## config.mk

```make
export PLATFORM = sky130hd
export DESIGN_NAME = i2c_master_byte_sequencer_flat
export DESIGN_NICKNAME = d
export VERILOG_FILES = /design/src/rtl/core/i2cms_pkg.sv /design/src/rtl/core/i2cms_in_if.sv /design/src/rtl/core/i2cms_out_if.sv /design/src/rtl/core/i2cms_cfg_if.sv /design/src/rtl/core/i2c_master_byte_sequencer.sv /design/src/rtl/core/i2cms_cfg_regs.sv /design/src/rtl/core/i2cms_core.sv /design/src/flat_wrapper.sv
export VERILOG_INCLUDE_DIRS = /design/src /design/src/rtl/core
export SDC_FILE = /design/constraint.sdc
export NUM_CORES = 1
export LEC_CHECK = 0
export BUFFER_PORTS_ARGS = -buffer_cell sky130_fd_sc_hd__buf_2
export CORE_ASPECT_RATIO = 0.8
export CORE_MARGIN = 2
export CORE_UTILIZATION = 60
export CTS_BUF_LIST = sky130_fd_sc_hd__clkbuf_4
export CTS_CLUSTER_SIZE = 25
export DETAILED_ROUTE_END_ITERATION = 7
export MAX_ROUTING_LAYER = met4
export PLACE_DENSITY = 0.84
export SETUP_SLACK_MARGIN = 0.1
export SYNTH_ARGS = -nofsm -noshare
export SYNTH_HDL_FRONTEND = slang
export SYNTH_SLANG_ARGS = --single-unit
```

## constraint.sdc

```tcl
create_clock -name i_clk -period 7.8 [get_ports i_clk]
set_input_delay 1.56 -clock i_clk [delete_from_list [all_inputs] [get_ports i_clk]]
set_output_delay 1.56 -clock i_clk [all_outputs]
set_load 0.05 [all_outputs]
```

## src/rtl/core/i2c_master_byte_sequencer_macros.svh

```systemverilog
// Assertion macros for the I2C master byte sequencer.
`ifndef I2C_MASTER_BYTE_SEQUENCER_MACROS_SVH
`define I2C_MASTER_BYTE_SEQUENCER_MACROS_SVH
`ifndef SYNTHESIS
// Property checked on every clock edge outside reset.
`define I2CMS_ASSERT(label, prop, msg) \
    label: assert property (@(posedge i_clk) disable iff (!i_rst_n) prop) else $error(msg);
// Consequent must hold on the edge after the antecedent.
`define I2CMS_ASSERT_NEXT(label, ante, cons, msg) \
    label: assert property (@(posedge i_clk) disable iff (!i_rst_n) (ante) |=> (cons)) \
        else $error(msg);
`else
`define I2CMS_ASSERT(label, prop, msg)
`define I2CMS_ASSERT_NEXT(label, ante, cons, msg)
`endif
`endif

```

## src/rtl/core/i2cms_pkg.sv

```systemverilog
// Shared types and constants of the I2C master byte sequencer.
`timescale 1ns / 1ps
package i2cms_pkg;

    localparam int TICK_COUNT_WIDTH_DEF = 16;

    localparam int CFG_INDEX_W = 2;
    localparam int CFG_DATA_W  = 16;

    // Configuration register indexes
    localparam logic [CFG_INDEX_W-1:0] REG_HALF_BIT    = 2'd0;
    localparam logic [CFG_INDEX_W-1:0] REG_ACK_POLL    = 2'd1;
    localparam logic [CFG_INDEX_W-1:0] REG_RETRY_LIMIT = 2'd2;

    localparam logic [15:0] HALF_BIT_RESET    = 16'd4;
    localparam logic [15:0] ACK_POLL_RESET    = 16'd10;
    localparam logic [7:0]  RETRY_LIMIT_RESET = 8'd250;

    // Command codes
    localparam logic [2:0] ACT_NONE     = 3'd0;
    localparam logic [2:0] ACT_START    = 3'd1;
    localparam logic [2:0] ACT_STOP     = 3'd2;
    localparam logic [2:0] ACT_WRITE    = 3'd3;
    localparam logic [2:0] ACT_READ     = 3'd4;
    localparam logic [2:0] ACT_WAIT_ACK = 3'd5;

    typedef struct packed {
        logic [15:0] half_bit_ticks;
        logic [15:0] ack_poll_ticks;
        logic [7:0]  ack_retry_limit;
    } t_cfg;

    typedef struct packed {
        logic [2:0] action;
        logic [7:0] write_data;
        logic       send_ack;
        logic       sda_level;
    } t_item;

    typedef struct packed {
        logic       scl_level;
        logic       sda_value;
        logic       sda_drive;
        logic       busy_res;
        logic       done_res;
        logic [7:0] read_data;
        logic       ack_failed;
    } t_result;

endpackage

```

## src/rtl/core/i2cms_in_if.sv

```systemverilog
// Input item channel: command and sampled SDA for one tick.
`timescale 1ns / 1ps
interface i2cms_in_if;
    logic       valid;
    logic       ready;
    logic [2:0] action;
    logic [7:0] write_data;
    logic       send_ack;
    logic       sda_level;

    modport source (output valid, action, write_data, send_ack, sda_level, input ready);
    modport sink (input valid, action, write_data, send_ack, sda_level, output ready);
endinterface

```

## src/rtl/core/i2cms_out_if.sv

```systemverilog
// Result item channel: bus pins and status after one tick.
`timescale 1ns / 1ps
interface i2cms_out_if;
    logic       valid;
    logic       ready;
    logic       scl_level;
    logic       sda_value;
    logic       sda_drive;
    logic       busy_res;
    logic       done_res;
    logic [7:0] read_data;
    logic       ack_failed;

    modport source (output valid, scl_level, sda_value, sda_drive, busy_res, done_res,
                    read_data, ack_failed, input ready);
    modport sink (input valid, scl_level, sda_value, sda_drive, busy_res, done_res,
                  read_data, ack_failed, output ready);
endinterface

```

## src/rtl/core/i2cms_cfg_if.sv

```systemverilog
// Configuration write channel: register index and data.
`timescale 1ns / 1ps
interface i2cms_cfg_if;
    logic                              valid;
    logic                              ready;
    logic [i2cms_pkg::CFG_INDEX_W-1:0] index;
    logic [i2cms_pkg::CFG_DATA_W-1:0]  data;

    modport source (output valid, index, data, input ready);
    modport sink (input valid, index, data, output ready);
endinterface

```

## src/rtl/core/i2c_master_byte_sequencer.sv

```systemverilog
// Top level of the I2C master byte sequencer: channels, result register, checks.
`timescale 1ns / 1ps
// Each input item is one bus timing tick and carries an optional command (start, stop,
// write byte, read byte with ACK/NACK, wait for ACK) plus the sampled SDA level; each
// accepted item yields exactly one result item with SCL, SDA value, SDA drive enable,
// busy, a one-tick done pulse, the last read byte and the ack failure flag. An item is
// accepted in every cycle unless the output stalls; its result appears in the output
// register on the next cycle. Input ready drops only while that register holds a result
// not yet taken. Commands given while busy are ignored. Bus phases last half_bit_ticks
// ticks, ACK polls ack_poll_ticks ticks; the tick counter width is TICK_COUNT_WIDTH.
`include "i2c_master_byte_sequencer_macros.svh"
module i2c_master_byte_sequencer #(
    parameter int TICK_COUNT_WIDTH = i2cms_pkg::TICK_COUNT_WIDTH_DEF
) (
    input  logic        i_clk,
    input  logic        i_rst_n,
    i2cms_in_if.sink    i_in,
    i2cms_cfg_if.sink   i_cfg,
    i2cms_out_if.source o_out
);

    i2cms_pkg::t_cfg    cfg;
    i2cms_pkg::t_item   item;
    i2cms_pkg::t_result n_out;
    i2cms_pkg::t_result r_out;
    logic               r_out_valid;
    logic               in_acc;

    assign i_in.ready = !r_out_valid || o_out.ready;
    assign in_acc     = i_in.valid && i_in.ready;

    always_comb begin
        item.action     = i_in.action;
        item.write_data = i_in.write_data;
        item.send_ack   = i_in.send_ack;
        item.sda_level  = i_in.sda_level;
    end

    i2cms_cfg_regs u_cfg (
        .i_clk   (i_clk),
        .i_rst_n (i_rst_n),
        .i_cfg   (i_cfg),
        .o_cfg   (cfg)
    );

    i2cms_core #(
        .TICK_COUNT_WIDTH (TICK_COUNT_WIDTH)
    ) u_core (
        .i_clk    (i_clk),
        .i_rst_n  (i_rst_n),
        .i_step   (in_acc),
        .i_cfg    (cfg),
        .i_item   (item),
        .o_result (n_out)
    );

    always_ff @(posedge i_clk) begin
        if (!i_rst_n) begin
            r_out_valid <= 1'b0;
        end else if (in_acc) begin
            r_out_valid <= 1'b1;
        end else if (o_out.ready) begin
            r_out_valid <= 1'b0;
        end
    end

    // Payload follows the accepted item, holds otherwise
    always_ff @(posedge i_clk) begin
        if (in_acc) begin
            r_out <= n_out;
        end
    end

    assign o_out.valid      = r_out_valid;
    assign o_out.scl_level  = r_out.scl_level;
    assign o_out.sda_value  = r_out.sda_value;
    assign o_out.sda_drive  = r_out.sda_drive;
    assign o_out.busy_res   = r_out.busy_res;
    assign o_out.done_res   = r_out.done_res;
    assign o_out.read_data  = r_out.read_data;
    assign o_out.ack_failed = r_out.ack_failed;

    `I2CMS_ASSERT_NEXT(a_result_follows, in_acc, r_out_valid, "accepted item gave no result")
    `I2CMS_ASSERT_NEXT(a_stall_holds, r_out_valid && !o_out.ready, r_out_valid && $stable(r_out), "stalled result changed")
    `I2CMS_ASSERT(a_done_idle, r_out_valid && r_out.done_res |-> !r_out.busy_res, "done while busy")

endmodule

```

## src/rtl/core/i2cms_cfg_regs.sv

```systemverilog
// Configuration registers of the I2C master byte sequencer.
`timescale 1ns / 1ps
module i2cms_cfg_regs (
    input  logic               i_clk,
    input  logic               i_rst_n,
    i2cms_cfg_if.sink          i_cfg,
    output i2cms_pkg::t_cfg    o_cfg
);

    i2cms_pkg::t_cfg r_cfg;

    assign i_cfg.ready = 1'b1;
    assign o_cfg       = r_cfg;

    always_ff @(posedge i_clk) begin
        if (!i_rst_n) begin
            r_cfg.half_bit_ticks  <= i2cms_pkg::HALF_BIT_RESET;
            r_cfg.ack_poll_ticks  <= i2cms_pkg::ACK_POLL_RESET;
            r_cfg.ack_retry_limit <= i2cms_pkg::RETRY_LIMIT_RESET;
        end else if (i_cfg.valid) begin
            unique case (i_cfg.index)
                i2cms_pkg::REG_HALF_BIT:    r_cfg.half_bit_ticks  <= i_cfg.data;
                i2cms_pkg::REG_ACK_POLL:    r_cfg.ack_poll_ticks  <= i_cfg.data;
                i2cms_pkg::REG_RETRY_LIMIT: r_cfg.ack_retry_limit <= i_cfg.data[7:0];
                default: ; // drop writes to unused indexes
            endcase
        end
    end

endmodule

```

## src/rtl/core/i2cms_core.sv

```systemverilog
// Bus phase sequencer: state registers and next-state logic for one tick.
`timescale 1ns / 1ps
module i2cms_core #(
    parameter int TICK_COUNT_WIDTH = i2cms_pkg::TICK_COUNT_WIDTH_DEF
) (
    input  logic                i_clk,
    input  logic                i_rst_n,
    input  logic                i_step,
    input  i2cms_pkg::t_cfg     i_cfg,
    input  i2cms_pkg::t_item    i_item,
    output i2cms_pkg::t_result  o_result
);

    typedef enum logic [3:0] {
        PH_IDLE, PH_ST_A, PH_ST_B, PH_SP_A, PH_SP_B, PH_SP_C,
        PH_WR_SET, PH_WR_HI, PH_WR_LO, PH_RD_HI, PH_RD_LO,
        PH_AK_SET, PH_AK_HI, PH_WA_REL, PH_WA_POLL
    } t_phase;

    localparam logic [31:0] TickMax = (TICK_COUNT_WIDTH >= 32) ? 32'hFFFF_FFFF :
                                      ((32'd1 << TICK_COUNT_WIDTH) - 32'd1);

    // Zero becomes one tick, values past the counter range saturate
    function automatic logic [TICK_COUNT_WIDTH-1:0] clamp_delay(input logic [15:0] d);
        logic [31:0] d32;
        d32 = {16'd0, d};
        if (d32 == 32'd0) d32 = 32'd1;
        if (d32 > TickMax) d32 = TickMax;
        return d32[TICK_COUNT_WIDTH-1:0];
    endfunction

    t_phase                      r_phase, n_phase;
    logic [TICK_COUNT_WIDTH-1:0] r_tick, n_tick;
    logic [2:0]                  r_bit, n_bit;
    logic [7:0]                  r_shift, n_shift;
    logic [7:0]                  r_poll, n_poll;
    logic                        r_ack_choice, n_ack_choice;
    logic                        r_fail, n_fail;
    logic                        r_scl, n_scl;
    logic                        r_sda, n_sda;
    logic                        r_sda_en, n_sda_en;
    logic [7:0]                  r_read, n_read;
    logic                        n_done;
    logic [TICK_COUNT_WIDTH-1:0] d_half, d_poll;

    assign d_half = clamp_delay(i_cfg.half_bit_ticks);
    assign d_poll = clamp_delay(i_cfg.ack_poll_ticks);

    always_comb begin
        n_phase      = r_phase;
        n_tick       = r_tick;
        n_bit        = r_bit;
        n_shift      = r_shift;
        n_poll       = r_poll;
        n_ack_choice = r_ack_choice;
        n_fail       = r_fail;
        n_scl        = r_scl;
        n_sda        = r_sda;
        n_sda_en     = r_sda_en;
        n_read       = r_read;
        n_done       = 1'b0;

        if (r_phase == PH_IDLE) begin
            unique case (i_item.action)
                i2cms_pkg::ACT_START: begin
                    n_bit = 3'd0; n_sda_en = 1'b1; n_sda = 1'b1; n_scl = 1'b1;
                    n_phase = PH_ST_A; n_tick = d_half;
                end
                i2cms_pkg::ACT_STOP: begin
                    n_bit = 3'd0; n_sda_en = 1'b1; n_scl = 1'b0; n_sda = 1'b0;
                    n_phase = PH_SP_A; n_tick = d_half;
                end
                i2cms_pkg::ACT_WRITE: begin
                    n_bit = 3'd0; n_shift = i_item.write_data;
                    n_scl = 1'b0; n_sda_en = 1'b1; n_sda = i_item.write_data[7];
                    n_phase = PH_WR_SET; n_tick = d_half;
                end
                i2cms_pkg::ACT_READ: begin
                    n_bit = 3'd0; n_shift = 8'd0; n_ack_choice = i_item.send_ack;
                    n_sda_en = 1'b0; n_scl = 1'b1;
                    n_phase = PH_RD_HI; n_tick = d_half;
                end
                i2cms_pkg::ACT_WAIT_ACK: begin
                    n_bit = 3'd0; n_fail = 1'b0; n_poll = 8'd0;
                    n_sda = 1'b1; n_sda_en = 1'b0;
                    n_phase = PH_WA_REL; n_tick = d_half;
                end
                default: ; // no command, or an unused code
            endcase
        end else begin
            n_tick = r_tick - TICK_COUNT_WIDTH'(1);
            if (n_tick == '0) begin
                unique case (r_phase)
                    PH_ST_A: begin n_sda = 1'b0; n_phase = PH_ST_B; n_tick = d_half; end
                    PH_ST_B: begin n_scl = 1'b0; n_done = 1'b1; end
                    PH_SP_A: begin n_scl = 1'b1; n_phase = PH_SP_B; n_tick = d_half; end
                    PH_SP_B: begin n_sda = 1'b1; n_phase = PH_SP_C; n_tick = d_half; end
                    PH_SP_C: n_done = 1'b1;
                    PH_WR_SET: begin n_scl = 1'b1; n_phase = PH_WR_HI; n_tick = d_half; end
                    PH_WR_HI: begin n_scl = 1'b0; n_phase = PH_WR_LO; n_tick = d_half; end
                    PH_WR_LO: begin
                        if (r_bit == 3'd7) begin
                            n_sda  = 1'b1;
                            n_done = 1'b1;
                        end else begin
                            // next bit, MSB first
                            n_bit    = r_bit + 3'd1;
                            n_scl    = 1'b0;
                            n_sda_en = 1'b1;
                            n_sda    = r_shift[~n_bit];
                            n_phase  = PH_WR_SET;
                            n_tick   = d_half;
                        end
                    end
                    PH_RD_HI: begin
                        n_shift = {r_shift[6:0], i_item.sda_level};
                        n_scl   = 1'b0;
                        n_phase = PH_RD_LO;
                        n_tick  = d_half;
                    end
                    PH_RD_LO: begin
                        if (r_bit == 3'd7) begin
                            n_sda_en = 1'b1;
                            n_scl    = 1'b0;
                            n_sda    = ~r_ack_choice;
                            n_phase  = PH_AK_SET;
                        end else begin
                            n_bit   = r_bit + 3'd1;
                            n_scl   = 1'b1;
                            n_phase = PH_RD_HI;
                        end
                        n_tick = d_half;
                    end
                    PH_AK_SET: begin n_scl = 1'b1; n_phase = PH_AK_HI; n_tick = d_half; end
                    PH_AK_HI: begin n_scl = 1'b0; n_read = r_shift; n_done = 1'b1; end
                    PH_WA_REL: begin
                        n_scl = 1'b1; n_phase = PH_WA_POLL; n_tick = d_poll;
                    end
                    PH_WA_POLL: begin
                        if (!i_item.sda_level) begin
                            n_scl  = 1'b0;
                            n_done = 1'b1;
                        end else if (r_poll >= i_cfg.ack_retry_limit) begin
                            // give up: flag failure and run the stop sequence
                            n_fail   = 1'b1;
                            n_sda_en = 1'b1;
                            n_scl    = 1'b0;
                            n_sda    = 1'b0;
                            n_phase  = PH_SP_A;
                            n_tick   = d_half;
                        end else begin
                            n_poll = r_poll + 8'd1;
                            n_tick = d_poll;
                        end
                    end
                    default: n_done = 1'b1;
                endcase
                if (n_done) begin
                    n_phase = PH_IDLE;
                    n_tick  = '0;
                end
            end
        end
    end

    always_ff @(posedge i_clk) begin
        if (!i_rst_n) begin
            r_phase      <= PH_IDLE;
            r_tick       <= '0;
            r_bit        <= 3'd0;
            r_shift      <= 8'd0;
            r_poll       <= 8'd0;
            r_ack_choice <= 1'b0;
            r_fail       <= 1'b0;
            r_scl        <= 1'b1;
            r_sda        <= 1'b1;
            r_sda_en     <= 1'b1;
            r_read       <= 8'd0;
        end else if (i_step) begin
            r_phase      <= n_phase;
            r_tick       <= n_tick;
            r_bit        <= n_bit;
            r_shift      <= n_shift;
            r_poll       <= n_poll;
            r_ack_choice <= n_ack_choice;
            r_fail       <= n_fail;
            r_scl        <= n_scl;
            r_sda        <= n_sda;
            r_sda_en     <= n_sda_en;
            r_read       <= n_read;
        end
    end

    always_comb begin
        o_result.scl_level  = n_scl;
        o_result.sda_value  = n_sda;
        o_result.sda_drive  = n_sda_en;
        o_result.busy_res   = (n_phase != PH_IDLE);
        o_result.done_res   = n_done;
        o_result.read_data  = n_read;
        o_result.ack_failed = n_fail;
    end

endmodule
```

## src/flat_wrapper.sv

```systemverilog
// flat-port wrapper written by rule: the top's interface ports become plain ports
module i2c_master_byte_sequencer_flat 
#(
    parameter int TICK_COUNT_WIDTH = i2cms_pkg::TICK_COUNT_WIDTH_DEF
)
  (i_clk, i_rst_n, i_in_valid, i_in_action, i_in_write_data, i_in_send_ack, i_in_sda_level, i_in_ready, i_cfg_valid, i_cfg_index, i_cfg_data, i_cfg_ready, o_out_valid, o_out_scl_level, o_out_sda_value, o_out_sda_drive, o_out_busy_res, o_out_done_res, o_out_read_data, o_out_ack_failed, o_out_ready);
  i2cms_in_if i_in_i ();
  i2cms_cfg_if i_cfg_i ();
  i2cms_out_if o_out_i ();
  input  logic i_clk;
  input  logic i_rst_n;
  input wire logic [$bits(i_in_i.valid)-1:0] i_in_valid;
  input wire logic [$bits(i_in_i.action)-1:0] i_in_action;
  input wire logic [$bits(i_in_i.write_data)-1:0] i_in_write_data;
  input wire logic [$bits(i_in_i.send_ack)-1:0] i_in_send_ack;
  input wire logic [$bits(i_in_i.sda_level)-1:0] i_in_sda_level;
  output wire logic [$bits(i_in_i.ready)-1:0] i_in_ready;
  input wire logic [$bits(i_cfg_i.valid)-1:0] i_cfg_valid;
  input wire logic [$bits(i_cfg_i.index)-1:0] i_cfg_index;
  input wire logic [$bits(i_cfg_i.data)-1:0] i_cfg_data;
  output wire logic [$bits(i_cfg_i.ready)-1:0] i_cfg_ready;
  output wire logic [$bits(o_out_i.valid)-1:0] o_out_valid;
  output wire logic [$bits(o_out_i.scl_level)-1:0] o_out_scl_level;
  output wire logic [$bits(o_out_i.sda_value)-1:0] o_out_sda_value;
  output wire logic [$bits(o_out_i.sda_drive)-1:0] o_out_sda_drive;
  output wire logic [$bits(o_out_i.busy_res)-1:0] o_out_busy_res;
  output wire logic [$bits(o_out_i.done_res)-1:0] o_out_done_res;
  output wire logic [$bits(o_out_i.read_data)-1:0] o_out_read_data;
  output wire logic [$bits(o_out_i.ack_failed)-1:0] o_out_ack_failed;
  input wire logic [$bits(o_out_i.ready)-1:0] o_out_ready;
  assign i_in_i.valid = i_in_valid;
  assign i_in_i.action = i_in_action;
  assign i_in_i.write_data = i_in_write_data;
  assign i_in_i.send_ack = i_in_send_ack;
  assign i_in_i.sda_level = i_in_sda_level;
  assign i_in_ready = i_in_i.ready;
  assign i_cfg_i.valid = i_cfg_valid;
  assign i_cfg_i.index = i_cfg_index;
  assign i_cfg_i.data = i_cfg_data;
  assign i_cfg_ready = i_cfg_i.ready;
  assign o_out_valid = o_out_i.valid;
  assign o_out_scl_level = o_out_i.scl_level;
  assign o_out_sda_value = o_out_i.sda_value;
  assign o_out_sda_drive = o_out_i.sda_drive;
  assign o_out_busy_res = o_out_i.busy_res;
  assign o_out_done_res = o_out_i.done_res;
  assign o_out_read_data = o_out_i.read_data;
  assign o_out_ack_failed = o_out_i.ack_failed;
  assign o_out_i.ready = o_out_ready;
  i2c_master_byte_sequencer #(.TICK_COUNT_WIDTH(TICK_COUNT_WIDTH)) u_core (.i_clk(i_clk), .i_rst_n(i_rst_n), .i_in(i_in_i), .i_cfg(i_cfg_i), .o_out(o_out_i));
endmodule
```

==> qor.csv, run 1 <==
stage,metric,value,unit
power_and_ir_drop,vdd_ir_drop_max,0.09648,mV
finish,design_area,6675,um2
grt,grt_pass1_wl,27260,um
clock_network,clockRootBuffer,clkbuf_4,
clock_network,cts_tree,built,
route,drc,0,
sta,rsz0062_at_grt,no,
sta,worst_pin_slew,1183,ps
finish,area_growth,5.811,%
finish,seq_area,2282,um2
route,ant_nets,0,
route,routed_wirelength,16820,um
floorplanning,die_h,95.72,um
yosys,yosys_warnings,0,
worst_setup_path,reg2reg_to,u_core.u_core.r_tick[0]$_SDFFE_PN0P_,
route,routed_via_density,6.359,
finish,final_layout_size_suffix_gt1_share,12.36,%
min_path,min_to,u_core.u_cfg.o_cfg[0]$_SDFFE_PN0P_,
sta,slew_headroom,21.13,%
yosys,syn_nets,830,
sta,period_needed,3777,ps
yosys,syn_area_per_cell,8.098,um2
sta,final.setup.tns,0,ps
sta,finalCritPeriodShare,48.42,%
placed_design,place_hpwl,12060,um
yosys,yosysTopAreaCellShare,29.51,%
route,vias,5984,
placed_design,dpl_cell_area,6535,um2
yosys,synth_top_cells_by_area,"dfxtp_1 (30%), nand2_1 (8.6%), edfxtp_1 (6.7%)",
route,wl_per_cell,17.87,um
finish,final_nets,847,
yosys,synth-seq-area-share,36.18,%
sta,clock_skew,25.07,ps
route,drt_first_iter_violations,669,
floorplanning,core_area,10240,um2
floorplanning,dieArea,11360,um2
finish,multi_input_area,3680,um2
clock_network,clkTransAtPathRegs,180,ps
sta,hold_viol,0,
worst_setup_path,startpoint_type,primary input,
grt,grt_pass1_vias,5481,
yosys,yosysMostFrequentCell,nand2_1,
floorplanning,fp.dieW,118.6,um
worst_setup_path,r2r_start,u_core.u_core.r_tick[5]$_SDFFE_PN0P_,
sta,finalSetupViolations,0,
route,drt_first_pass_iters,5,
floorplanning,start_util,61.61,%
floorplanning,placement_rows,33,
yosys,syn_inst,779,
worst_setup_path,reg2regPathDepth,7,
clock_network,cts_made_buffers,9,
yosys,synth.distinct_cells,80,
clock_network,htreeDepth,3,
floorplanning,ios,53,
worst_setup_path,cp.required,8210,ps
min_path,hold_path_depth,2,
grt,antenna_found_initial,0,
yosys,yosys_most_used_dff,dfxtp_1,
worst_setup_path,arrival,4190,ps
finish,nFillCells,907,
clock_network,post_cts_buffers,0,
clock_network,cts_hold_buffers,0,
clock_network,clk_latency,490,ps
power_and_ir_drop,cellPowerDensity,184.3,nW/um2
run,drv_cap,0,
yosys,yosys-top-cells-count,"nand2_1 (144), dfxtp_1 (93), a21oi_1 (76)",
clock_network,cts_buffer_depth,2,
min_path,min_path_type,reg2reg,
yosys,synth_top_cell_by_area,dfxtp_1,
worst_setup_path,criticalPathCategory,in2reg,
clock_network,clock-sinks,107,
placed_design,port_buffers,51,
sta,slew_violations,0,
placed_design,gp_congestion,1.016,
grt,grt_max_degree,64,
min_path,worstHoldStart,u_core.u_cfg.o_cfg[0]$_SDFFE_PN0P_,
status,status,finished clean,
yosys,synth_seq_cells,107,
grt,grt_overflow,0,
worst_setup_path,critPathMaxFanout,17,
yosys,synth_edf_count,14,
yosys,syn_area,6309,um2
sta,clock.fmax,0.2648,GHz
yosys,async_flop_share,0,%
finish,antenna_cells,0,
worst_setup_path,end_kind,flip-flop,
power_and_ir_drop,power.leakage,2.575,nW
worst_setup_path,r2r_slack,4160,ps
clock_network,cts_resized,0,
grt,grt_usage,30.76,%
-- stage by stage --
step / power (mW) / utilization (%) / instances / hold slack (ps) / setup slack, ps
finish: 1.230 / 65.19 / 941 / 475.1 / 4023
global route: 1.282 / 65.19 / 941 / 491.7 / 3777
CTS: 1.223 / 65.19 / 941 / 478.4 / 4094
detailed placement: 0.9316 / 63.82 / 925 / 455.4 / 3580
global placement: 0.9223 / 63.82 / 925 / 442.8 / 3731
floorplan: 0.8567 / - / 779 / 434.7 / 4175
-- worst max path at each step --
stage | from | end | slack [ps] | depth (start not counted)
floorplan | o_out_ready | u_core.o_out.ack_failed$_DFFE_PP_ | 4180 | 5
global placement | o_out_ready | u_core.u_core.r_poll[6]$_SDFFE_PN0P_ | 3730 | 7
detailed placement | o_out_ready | u_core.u_core.r_poll[4]$_SDFFE_PN0P_ | 3580 | 7
CTS | o_out_ready | u_core.u_core.r_poll[4]$_SDFFE_PN0P_ | 4090 | 7
global route | o_out_ready | u_core.u_core.r_poll[5]$_SDFFE_PN0P_ | 3780 | 7
finish | i_in_sda_level | u_core.u_core.r_tick[0]$_SDFFE_PN0P_ | 4020 | 8
-- final cells by class --
cell class / count / area share, %
clock inverter: 7 / 1.087
multi-input combinational: 595 / 55.13
timing repair buffer: 57 / 4.499
clock buffer: 9 / 1.012
inverter: 26 / 1.462
sequential: 107 / 34.19
tap: 140 / 2.624
-- power breakdown --
group          switching (mW)  internal [mW]
clock network           0.198          0.100
registers              0.0345          0.585
logic                   0.210          0.103
-- sequential cells by signal, summed over array words and instances, names as in the netlist, 3 cells and up --
signal / count
u_core.o_out.read_data: 8
u_core.u_cfg.o_cfg: 40
u_core.u_core.r_bit: 3
u_core.u_core.r_phase: 4
u_core.u_core.r_poll: 8
u_core.u_core.r_read: 8
u_core.u_core.r_shift: 8
u_core.u_core.r_tick: 16
-- worst max-delay path: stages --
cell,delay (ps)
buf_2,160
nor2b_1,240
a211oi_1,120
a211oi_1,600
nand2_1,140
nor3_2,800
o21ai_0,260
a221oi_1,310
-- logic make-up (layout without fill, tap and decap cells) --
family | after synthesis | count (layout) | synth area share (%)
AO/OA/AOI/OAI | 236 | 236 | 23.52
XOR/XNOR | 15 | 15 | 2.083
adder cells (fa/ha/maj) | 15 | 15 | 2.975
buffers and inverters | 77 | 99 | 5.494
flip-flops | 107 | 107 | 36.18
multiplexers | 32 | 32 | 5.633
other | 1 | 1 | 0.05944
AND/OR/NAND/NOR | 296 | 296 | 24.06
-- placed cells by master, fill, tap and decap left out, types with 3 or more instances in the layout --
master and instances:
buf_4 6, nor3_1 12, o31ai_1 11, nand2_1 144, a21boi_0 12, nand2b_1 4
o21ai_1 10, or3_1 3, nand4_1 10, and3_1 5, o211ai_1 10, o21ai_0 47
a31oi_1 14, ha_1 15, nand3_1 20, or4_1 9, a22o_1 7, a221oi_1 4
nor2b_1 6, nor3_2 3, nor4_1 9, nor2_1 29, nand3_2 4, o21a_1 4
edfxtp_1 14, and2_1 13, clkbuf_4 9, a21oi_1 76, dfxtp_1 93, inv_1 25
buf_2 51, mux2_1 7, a211oi_1 12, xor2_1 7, mux2i_1 22, xnor2_1 8
-- layer usage --
metal  share of wire [%]  vias to the layer above  wire (um)  global-route usage (%)
met4                 2.1                        0        347                   10.32
li1                    -                     2856          -                       -
met1                  45                     2827       7625                   40.58
met3                 7.7                       42       1289                   6.813
met5                   0                        -          0                       -
met2                  45                      259       7552                   47.22
Note: power is estimated with default switching activity, not from simulation.
==> run 2: changes to the inputs <==
clock period = 3.7 ns   (was 7.8 ns; I/O delays follow)
==> run 2 against run 1 <==
Compared with the run above: global-route usage grew 0.96 points; the flow now finishes with violations (design-rule violations); clock power grew 100%; final area grew 1.3%; sequential power grew 110%; sequential cell count is the same; hold slack lost 2.7 ps; first-iteration DRC count grew 22%; combinational power grew 120%; count of clock-buffer cells in the layout is the same; largest power group unchanged.
==> qor.csv, run 2 (same netlist as run 1, synthesis figures left out) <==
stage,metric,value,unit,change
status,status,"complete, but fails checks",,
status,violations,design-rule violations,,
finish,final_layout_size_suffix_gt1_share,13.69,%,+1.3 points
power_and_ir_drop,vdd_ir_drop_max,0.2995,mV,+210%
power_and_ir_drop,power.leakage,2.626,nW,+2.0%
route,wl_per_cell,18.09,um,+1.2%
route,drt_first_pass_iters,8,,+3
worst_setup_path,end_kind,flip-flop,,
floorplanning,start_util,61.61,%,unchanged
floorplanning,ios,53,,unchanged
finish,design_area,6765,um2,+1.3%
power_and_ir_drop,cellPowerDensity,382.0,nW/um2,+110%
finish,antenna_cells,0,,unchanged
worst_setup_path,startpoint_type,flip-flop,,
finish,layout_common_cells,"nand2_1 (144), dfxtp_1 (93), a21oi_1 (76), buf_2 (51), o21ai_0 (47)",,
route,routed_wirelength,17200,um,+2.3%
worst_setup_path,timing.critical_path.mode_cell,nand4_1,,
placed_design,gp_congestion,1.024,,+0.86%
floorplanning,placement_rows,33,,unchanged
placed_design,dpl_cell_area,6610,um2,+1.1%
sta,finalSetupViolations,0,,unchanged
worst_setup_path,path_cells,nor4_4 -> nand3_2 -> o31ai_1 -> nand4_1 -> o41a_1 -> a211oi_1 -> nand4_1,,
route,ant_nets,0,,unchanged
sta,final.setup.tns,0,ps,unchanged
floorplanning,dieArea,11360,um2,unchanged
worst_setup_path,cp.required,3920,ps,-4290 ps
grt,grt_pass1_wl,28080,um,+3.0%
floorplanning,die_h,95.72,um,unchanged
clock_network,clkTransAtPathRegs,180,ps,about the same
worst_setup_path,criticalPathCategory,reg2reg,,
sta,clock.fmax,0.3048,GHz,
clock_network,htreeDepth,3,,unchanged
sta,finalCritPeriodShare,88.66,%,
clock_network,cts_made_buffers,9,,unchanged
worst_setup_path,critPathMaxStageDelay,520,ps,-280 ps
sta,hold_viol,0,,unchanged
worst_setup_path,arrival,3500,ps,-690 ps
grt,grt_max_degree,40,,-38%
sta,worst_pin_slew,866.1,ps,-316.9 ps
worst_setup_path,r2r_start,u_core.u_core.r_tick[5]$_SDFFE_PN0P_,,
worst_setup_path,cp_slowest_cell,o31ai_1,,
finish,final_nets,857,,+1.2%
sta,clock_skew,8.658,ps,-16.41 ps
worst_setup_path,crit_path_start,u_core.u_core.r_tick[5]$_SDFFE_PN0P_,,
min_path,worstHoldStart,u_core.u_core.r_read[2]$_SDFFE_PN0P_,,
route,drc,1,,+1
grt,antenna_found_initial,0,,unchanged
grt,grt_usage,31.72,%,+0.96 points
finish,area_growth,7.239,%,
sta,period_needed,3281,ps,
clock_network,cts_buffer_depth,2,,unchanged
clock_network,post_cts_buffers,0,,unchanged
finish,nFillCells,888,,-2.1%
sta,fin_ws,419.5,ps,-3604 ps
placed_design,place_hpwl,12540,um,+3.9%
route,drt_first_iter_violations,813,,+22%
run,drv_cap,0,,unchanged
min_path,min_path_type,reg2reg,,
placed_design,port_buffers,51,,unchanged
grt,grt_pass1_vias,5499,,+0.33%
clock_network,clock-sinks,107,,unchanged
floorplanning,fp.dieW,118.6,um,unchanged
route,routed_via_density,6.371,,+0.19%
clock_network,cts_tree,built,,
grt,grt_overflow,0,,unchanged
finish,largest_reg_flops,40,,unchanged
sta,slew_violations,0,,unchanged
clock_network,clockRootBuffer,clkbuf_4,,
placed_design,dp.cells,935,,+1.1%
placed_design,place_ws,398.0,ps,-3182 ps
sta,slew_headroom,41.91,%,+21 points
sta,rsz0062_at_grt,no,,
finish,final_common_cell,nand2_1,,
finish,fin_cells,951,,+1.1%
floorplanning,core_area,10240,um2,unchanged
worst_setup_path,critPathMaxFanout,10,,-7
route,vias,6059,,+1.3%
clock_network,clk_latency,470,ps,-20 ps
run 2: cell count changes in the layout (fill, tap and decap cells not counted), sizes merged:
cell / previous run / this run
bufinv: 1 / 0
clkinv: 4 / 6
buf: 57 / 67
inv: 28 / 27
run 2: path summary, 6_finish.rpt:
check | endpoint | slack (ps) | cells after the start
hold / removal | u_core.u_core.r_read[2]$_SDFFE_PN0P_ | 470 | 2
setup / recovery | u_core.o_out.busy_res$_DFFE_PP_ | 420 | 7
hold reg to reg | u_core.u_core.r_read[2]$_SDFFE_PN0P_ | 470 | 2
setup reg to reg | u_core.o_out.busy_res$_DFFE_PP_ | 420 | 7
run 2: stage by stage:
stage / hold WS, ps / total power [mW] / util, %
after floorplan: 434.7 / 1.806 / -
after global placement: 445.6 / 1.968 / 64.55
after detailed placement: 451.9 / 1.983 / 64.55
after CTS: 464.2 / 2.579 / 66.01
after global routing: 455.7 / 2.708 / 66.07
final: 472.4 / 2.585 / 66.07
run 2: area by class of cell:
class | count | area, um2 | area share (%)
inverters | 26 | 97.59 | 1.443
clock buffers | 9 | 67.56 | 0.9987
repair buffers | 67 | 375.4 | 5.548
well taps | 140 | 175.2 | 2.589
flip-flops and latches | 107 | 2282 | 33.73
clock inverters | 7 | 81.33 | 1.202
multi-input cells | 595 | 3686 | 54.48
run 2: metal layers:
layer	vias to the layer above	routed length, um	track usage, %
met5	-	0	-
met4	0	267	8.532
met3	27	1407	5.865
met2	287	7743	47.89
met1	2855	7784	44.03
li1	2890	-	-
run 2: what timing repair did:
action	4_1_cts	5_1_grt
gates resized for setup	0	1
hold buffers	0	0
setup endpoints to repair	0	1
run 2: critical path: cells and delay by family, from the launching register on:
family	cells	cell delay (ps)
DFF	1	450
AOI/OAI and AO/OA	3	1390
and+or+nand+nor	4	1200
run 2: power by group:
part,internal [mW],switching (mW)
clock,0.163,0.439
combinational,0.232,0.452
sequential,1.23,0.0653
